**config.mk**
```make
export PLATFORM = sky130hd
export DESIGN_NAME = imsu_ctrl
export DESIGN_NICKNAME = d
export VERILOG_FILES = /design/src/rtl/core/imsu_pkg.sv /design/src/rtl/core/imsu_ctrl.sv
export SDC_FILE = /design/constraint.sdc
export NUM_CORES = 1
export LEC_CHECK = 0
export ABC_AREA = 0
export BUFFER_PORTS_ARGS = -buffer_cell sky130_fd_sc_hd__buf_2
export CAP_MARGIN = 10
export CORE_MARGIN = 5
export CORE_UTILIZATION = 25
export CTS_CLUSTER_SIZE = 30
export DETAILED_ROUTE_END_ITERATION = 12
export SYNTH_ARGS = -nofsm -noshare
export SYNTH_HDL_FRONTEND = slang
export SYNTH_SLANG_ARGS = --single-unit
```
**constraint.sdc**
```tcl
create_clock -name aclk -period 1.7 [get_ports aclk]
set_clock_uncertainty 0.2 [all_clocks]
set_input_delay 0 -clock aclk [delete_from_list [all_inputs] [get_ports aclk]]
set_output_delay 0 -clock aclk [all_outputs]
set_load 0.05 [all_outputs]
```
**src/rtl/core/imsu_pkg.sv**
```systemverilog
package imsu_pkg;

    localparam int SIDE       = 64;
    localparam int DEPTH      = SIDE * SIDE;
    localparam int ADDR_W     = $clog2(DEPTH);
    localparam int IDX_W      = 6;
    localparam int DRAW_W     = 17;
    localparam int THR_W      = 17;
    localparam int MODE_W     = 2;
    localparam int CFG_IDX_W  = 3;
    localparam int CFG_DATA_W = 17;
    localparam int K_W        = 4;
    localparam int TOT_W      = 15;
    localparam int OUT_TOT_W  = 14;
    localparam int S_DATA_W   = 32;
    localparam int M_DATA_W   = 40;

    localparam logic [TOT_W-1:0] MAG_RESET  = TOT_W'(SIDE * SIDE);
    localparam logic [TOT_W-1:0] BOND_RESET = TOT_W'(2 * SIDE * (SIDE - 1));
    localparam logic [THR_W-1:0] THR_RESET  = THR_W'(100000);

    // coupling modes
    localparam logic [MODE_W-1:0] MODE_POS  = 2'd0;
    localparam logic [MODE_W-1:0] MODE_NEG  = 2'd1;
    localparam logic [MODE_W-1:0] MODE_ZERO = 2'd2;

    // configuration register indexes
    localparam logic [CFG_IDX_W-1:0] REG_COUPLING = 3'd0;
    localparam logic [CFG_IDX_W-1:0] REG_THR_K1   = 3'd1;
    localparam logic [CFG_IDX_W-1:0] REG_THR_K2   = 3'd2;
    localparam logic [CFG_IDX_W-1:0] REG_THR_K3   = 3'd3;
    localparam logic [CFG_IDX_W-1:0] REG_THR_K4   = 3'd4;

    // command codes
    localparam logic CMD_SET   = 1'b0;
    localparam logic CMD_TRIAL = 1'b1;

    // grid read selectors
    localparam logic [2:0] SEL_SITE  = 3'd0;
    localparam logic [2:0] SEL_UP    = 3'd1;
    localparam logic [2:0] SEL_DOWN  = 3'd2;
    localparam logic [2:0] SEL_LEFT  = 3'd3;
    localparam logic [2:0] SEL_RIGHT = 3'd4;

    typedef struct packed {
        logic              load;
        logic              rd_en;
        logic [2:0]        rd_sel;
        logic              exec;
        logic              clr_en;
        logic [ADDR_W-1:0] clr_addr;
    } dp_cmd_t;

    typedef struct packed {
        logic out_free;
    } dp_status_t;

endpackage

```
**src/rtl/core/imsu_ctrl.sv**
```systemverilog
module imsu_ctrl (
    input  logic                aclk,
    input  logic                aresetn,
    input  logic                s_tvalid,
    output logic                s_tready,
    input  imsu_pkg::dp_status_t status,
    output imsu_pkg::dp_cmd_t    cmd
);
    import imsu_pkg::*;

    localparam logic [1:0] ST_CLEAR = 2'd0;
    localparam logic [1:0] ST_IDLE  = 2'd1;
    localparam logic [1:0] ST_READ  = 2'd2;
    localparam logic [1:0] ST_EXEC  = 2'd3;

    logic [1:0]        state_reg, state_next;
    logic [1:0]        nb_cnt_reg, nb_cnt_next;
    logic [ADDR_W-1:0] clr_cnt_reg, clr_cnt_next;

    always_ff @(posedge aclk) begin
        if (!aresetn) begin
            state_reg   <= ST_CLEAR;
            nb_cnt_reg  <= '0;
            clr_cnt_reg <= '0;
        end else begin
            state_reg   <= state_next;
            nb_cnt_reg  <= nb_cnt_next;
            clr_cnt_reg <= clr_cnt_next;
        end
    end

    assign s_tready = (state_reg == ST_IDLE);

    always_comb begin
        state_next   = state_reg;
        nb_cnt_next  = nb_cnt_reg;
        clr_cnt_next = clr_cnt_reg;
        cmd          = '0;
        cmd.clr_addr = clr_cnt_reg;
        case (state_reg)
            ST_CLEAR: begin
                cmd.clr_en   = 1'b1;
                clr_cnt_next = clr_cnt_reg + 1'b1;
                if (clr_cnt_reg == ADDR_W'(DEPTH - 1)) begin
                    state_next = ST_IDLE;
                end
            end
            ST_IDLE: begin
                if (s_tvalid) begin
                    cmd.load    = 1'b1;
                    cmd.rd_en   = 1'b1;
                    cmd.rd_sel  = SEL_SITE;
                    nb_cnt_next = '0;
                    state_next  = ST_READ;
                end
            end
            ST_READ: begin
                cmd.rd_en   = 1'b1;
                cmd.rd_sel  = SEL_UP + {1'b0, nb_cnt_reg};
                nb_cnt_next = nb_cnt_reg + 1'b1;
                if (nb_cnt_reg == 2'd3) begin
                    state_next = ST_EXEC;
                end
            end
            ST_EXEC: begin
                if (status.out_free) begin
                    cmd.exec   = 1'b1;
                    state_next = ST_IDLE;
                end
            end
            default: begin
                state_next = ST_IDLE;
            end
        endcase
    end

endmodule

```
==> results of run 1 <==
==> worst max-delay path: cells and delay by family (launching register included) <==
family                     cells  cell delay [ps]
DFF                            1              420
buffers and inverters          2              280
adders and majority gates      1              250
AOI/OAI and AO/OA              1              220
==> cells in the final DEF, fill, tap and decap left out, types with 2 or more instances in the layout <==
| master | count |
|---|---|
| buf_2 | 20 |
| and2_1 | 11 |
| dfxtp_2 | 9 |
| xnor2_1 | 8 |
| nand2_1 | 7 |
| dfxtp_1 | 7 |
| nand3_1 | 4 |
| nand4_1 | 4 |
| ha_1 | 4 |
| clkbuf_4 | 4 |
| nand2b_1 | 3 |
| mux2i_1 | 3 |
| buf_4 | 3 |
| inv_1 | 2 |
| inv_2 | 2 |
| and3_1 | 2 |
| and4_1 | 2 |
| xor2_1 | 2 |
| nor2b_1 | 2 |
| dlygate4sd3_1 | 2 |
==> layout make-up <==
cell class / count / area [um2]
fillers: 369 / 2190
multi-input cells: 68 / 519
repair buffers: 27 / 161
clock buffers: 4 / 36.3
flip-flops and latches: 16 / 332
well taps: 46 / 57.6
inverters: 4 / 15.0
==> layer usage <==
metal	wire (um)	global-route usage	share of wire	vias up
li1	-	-	-	366
met1	808	0.0973	0.44	317
met2	873	0.156	0.48	22
met3	136	0.0345	0.074	2
met4	14	0.0149	0.0076	0
met5	0	0	0	-
==> cells in the mapped netlist (all sizes together), types with 3 or more instances <==
master,count
nand3,4
dfxtp,16
nand4,5
ha,6
nand2b,3
inv,4
and2,12
mux2i,3
xnor2,8
and3,3
nand2,7
==> cell families after synthesis <==
| group | synth area share |
|---|---|
| muxes | 0.0355 |
| AOI/OAI and AO/OA | 0.0607 |
| xor gates and xnor gates | 0.104 |
| adders and majority gates | 0.0888 |
| and+or+nand+nor | 0.296 |
| buffers and inverters | 0.0370 |
| DFF | 0.379 |
==> worst max-delay path by stage <==
stage / from / to / slack [ps] / cells past startpoint
floorplan: clr_cnt_reg[2] / clr_cnt_reg[10] / -20 / 4
global placement: clr_cnt_reg[0] / state_reg[1] / 70 / 5
detailed placement: clr_cnt_reg[0] / state_reg[0] / 70 / 5
CTS: state_reg[0] / cmd[16] / 10 / 4
global route: clr_cnt_reg[0] / state_reg[0] / -30 / 5
finish: state_reg[0] / cmd[17] / 50 / 4
==> stage by stage <==
step | total power [mW] | utilization | TNS (ps) | hold WS (ps)
3_5_place_dp | 0.452 | 0.318 | 0 | 203
5_1_grt | 0.730 | 0.339 | -188 | 61.0
3_3_place_gp | 0.451 | 0.318 | 0 | 205
2_1_floorplan | 0.435 | - | -23.0 | -72.0
6_report | 0.696 | 0.339 | 0 | 41.7
4_1_cts | 0.713 | 0.336 | 0 | 34.2
==> power groups by stage <==
stage	clock (mW)	combinational (mW)	sequential (mW)
CTS	0.266	0.0569	0.390
floorplan	0	0.0169	0.418
detailed placement	0	0.0534	0.399
global placement	0	0.0529	0.398
global route	0.276	0.0626	0.391
finish	0.251	0.0555	0.390
==> repair_timing <==
item	4_1_cts	5_1_grt
hold buffers	2	0
gates resized for setup	1	4
endpoints found under the setup margin	1	7
endpoints found under the hold margin	16	0
==> reports/metrics.cfg, run 1 <==
[status]
status=finished clean

[final_layout]
nets=130
drive_gt1_frac=0.395
design_area_mm2=0.00112
fin_cells=165
area_growth_pct=32.5
antenna_cells=0
largest_reg_flops=12

[clock_network]
tritoncts=built
worstSkewPairLatency_ps=280
cts_root_buf=clkbuf_4
cts_setup_buffers=0
cts_buffers=3
htree_levels=1
clockBufferDepth=2
clkTransAtPathRegs_ps=90
clock-sinks=16

[synth]
syn_area_um2=846
yosys_warnings=0
synth-edff-count=0
yosysTopAreaCellShare=0.379
postSynthAreaPerCell_um2=9.29
synthArstFlopShare=0
synth_area_leaders=dfxtp_1 38%, and2_1 8.9%, ha_1 8.9%, xnor2_1 8.3%, mux2i_1 3.6%
ys.flop_type=dfxtp_1
ys_types=29
yosysTopAreaCell=dfxtp_1
synth_seq_area_share=0.379
synth_seq_cells=16
syn_nets=101
synthCells=91

[power_and_ir_drop]
seqPwrFrac=0.560
p_int_mw=0.532
powerDensity_mw_per_mm2=621
pwr-share-comb=0.080
sw_frac_of_total=0.235
switchingPower_mw=0.164
vdd_ir_drop_max_uv=223
clkPwrFrac=0.361
p_leak_nw=0.506

[setup_path]
timing.rr.start=clr_cnt_reg[0]
cp.required_ps=1500
cp_max_fo=4
end_kind=output port
cp_cell_sequence=inv_2 > ha_1 > o21a_2 > buf_2
slowest_stage=dfxtp_1
critPathMaxStageDelay_ps=420
regToRegSetupSlack_ps=50
arrival_ps=1450
crit_type=reg -> out
timing.rr.end=state_reg[0]
rr_worst_depth=5
cp-start-kind=register

[route]
wl_um=1830
drc_errors=0
drt_iter0_markers=24
viasPerCell=4.28
drt-wirelength-per-cell_um=11.1
ant_nets=0
drtPass1Iterations=4
num_vias=707

[hold_path]
hold_class=in -> reg
min_to=state_reg[1]
min_from=status
hold_depth=4

[timing]
fin_crit_sh=0.970
setup_violations=0
final_max_slew_viol_count=0
layout_min_cycle_time_ps=1650
rsz0062_at_grt=yes
fin_ws_ps=50.4
hold_violations=0
maxSlewHeadroom=0.790
fmax_ghz=0.606
tightest_slew_ps=314

[flow_run]
cap_violations=0

[die]
fp.dieW_um=68.2
io_pins=24
core_area_mm2=0.00331
dieHeight_um=68.2
dieArea_mm2=0.00465
row_count=21
start_util=0.255

[placed_design]
port_buffers=23
hpwl_um=1440
place_congestion=0.730
dp_slack_ps=74.1
dpl-instance-area_mm2=0.00105
dpl.cell_count=159

[global_route]
grt_max_degree=19
grt_pass1_vias=710
grtUsageTotal=0.0871
grt_first_pass_wirelength_um=3040
antenna_found_initial=0
grt_overflow=0

Note: power is estimated with default switching activity, not from simulation.
==> run 2, diff against run 1 <==
--- a/config.mk
+++ b/config.mk
@@ -6,7 +6,7 @@
 export NUM_CORES = 1
 export LEC_CHECK = 0
 export ABC_AREA = 0
-export BUFFER_PORTS_ARGS = -buffer_cell sky130_fd_sc_hd__buf_2
+export BUFFER_PORTS_ARGS = -buffer_cell sky130_fd_sc_hd__buf_4
 export CAP_MARGIN = 10
 export CORE_MARGIN = 5
 export CORE_UTILIZATION = 25
==> run 2 against run 1 <==
Non-clock buffer count is the same; critical path type unchanged; worst hold slack lost 59 ps; sequential power is essentially flat; via count grew 3.0%; global-route usage grew 0.10 points; cell count is the same; cell area grew 5.9%; the run now ends with negative hold slack left; setup slack gained 20 ps; die area is the same; highest routed layer unchanged; sequential share of layout area shrank 1.4 points; register-to-register slack gained 40 ps.
==> reports/metrics.cfg, run 2 (synthesized netlist as in run 1, its figures left out) <==
[status]
status=finished, violations left
violations=negative hold slack

[route]
wl_um=1880
ant_nets=0
viasPerCell=4.41
num_vias=728
drc_errors=0
drt-wirelength-per-cell_um=11.4
drt_iter0_markers=30
drtPass1Iterations=4

[timing]
final_max_slew_viol_count=0
timing.setup.tns_ps=0
fmax_ghz=0.614
tightest_slew_ps=272
layout_min_cycle_time_ps=1630
whs_ps=-17.5
fin_crit_sh=0.959
hold_violations=2
fin_ws_ps=70.1
setup_violations=0
rsz0062_at_grt=no
maxSlewHeadroom=0.818

[die]
dieHeight_um=68.2
io_pins=24
core_area_mm2=0.00331
fp.dieW_um=68.2
dieArea_mm2=0.00465
start_util=0.255
row_count=21

[placed_design]
dp_slack_ps=72.5
hpwl_um=1480
port_buffers=23
place_congestion=0.678

[final_layout]
antenna_cells=0
drive_gt1_frac=0.437
final_common_cell=buf_4
final_cell_mix=24 x buf_4, 11 x and2_1, 11 x dfxtp_2, 8 x xnor2_1, 7 x nand2_1
area_growth_pct=40.4
largest_reg_flops=12
nets=130

[setup_path]
crit_type=reg -> out
cp-start-kind=register
end_kind=output port
cp.required_ps=1500
cp_max_fo=4
arrival_ps=1430

[clock_network]
cts_root_buf=clkbuf_4
cts_setup_buffers=0
tritoncts=built
worstSkewPairLatency_ps=290
cts_buffers=3
clock-sinks=16
clockBufferDepth=2
clkTransAtPathRegs_ps=100
htree_levels=1

[power_and_ir_drop]
vdd_ir_drop_max_uv=269
powerDensity_mw_per_mm2=598
p_leak_nw=0.512

[global_route]
grtUsageTotal=0.0881
grt_max_degree=19
grt_first_pass_wirelength_um=3080
grt_overflow=0
antenna_found_initial=0
grt_pass1_vias=686

[flow_run]
cap_violations=0

[hold_path]
hold_class=in -> reg

-- run 2: where the power goes --
| part | switching [mW] | total, mW | internal, mW |
|---|---|---|---|
| Combinational | 0.0356 | 0.0611 | 0.0256 |
| Clock | 0.129 | 0.259 | 0.131 |
| Sequential | 0.00832 | 0.390 | 0.381 |
-- run 2: worst max-delay path, cell delays in order (launching register included) --
cell and delay [ps]:
dfxtp_2 340, inv_2 50, ha_2 190, and2_2 180
o21a_2 190, buf_4 180
-- run 2: worst paths after layout --
path         depth (start not counted)  slack [ps]      startpoint            to
max                                  5          70    state_reg[1]       cmd[17]
max reg2reg                          5          90  clr_cnt_reg[0]  state_reg[1]
min                                  4         -20          status  state_reg[0]
min reg2reg                          2         300    state_reg[0]  state_reg[0]
-- run 2: layout make-up --
cell class              count  area (um2)
fillers                   364        2120
multi-input cells          68         533
flip-flops and latches     16         334
repair buffers             27         211
well taps                  46        57.6
clock buffers               4        36.3
inverters                   4        15.0
-- run 2: routing by layer --
layer  GRT usage  part of all wire  vias up
met5           0                 0        -
met4      0.0298             0.012        0
met3      0.0312             0.079        4
met2       0.149              0.47       24
met1       0.102              0.44      329
li1            -                 -      371
-- run 2: stage by stage --
stage,power [mW],util,cells,hold slack [ps],cell area (um2)
after floorplan,0.435,-,91,-72.0,888
after global placement,0.457,0.336,159,154,1110
after detailed placement,0.457,0.336,159,157,1110
after CTS,0.722,0.353,165,41.5,1170
after global routing,0.738,0.359,165,-1.59,1190
final,0.710,0.359,165,-17.5,1190
-- run 2: repair_timing --
item                       4_1_cts  5_1_grt
hold buffers                     2        0
hold endpoints to repair        16        0
setup endpoints to repair        0        8
gates resized for setup          0        6
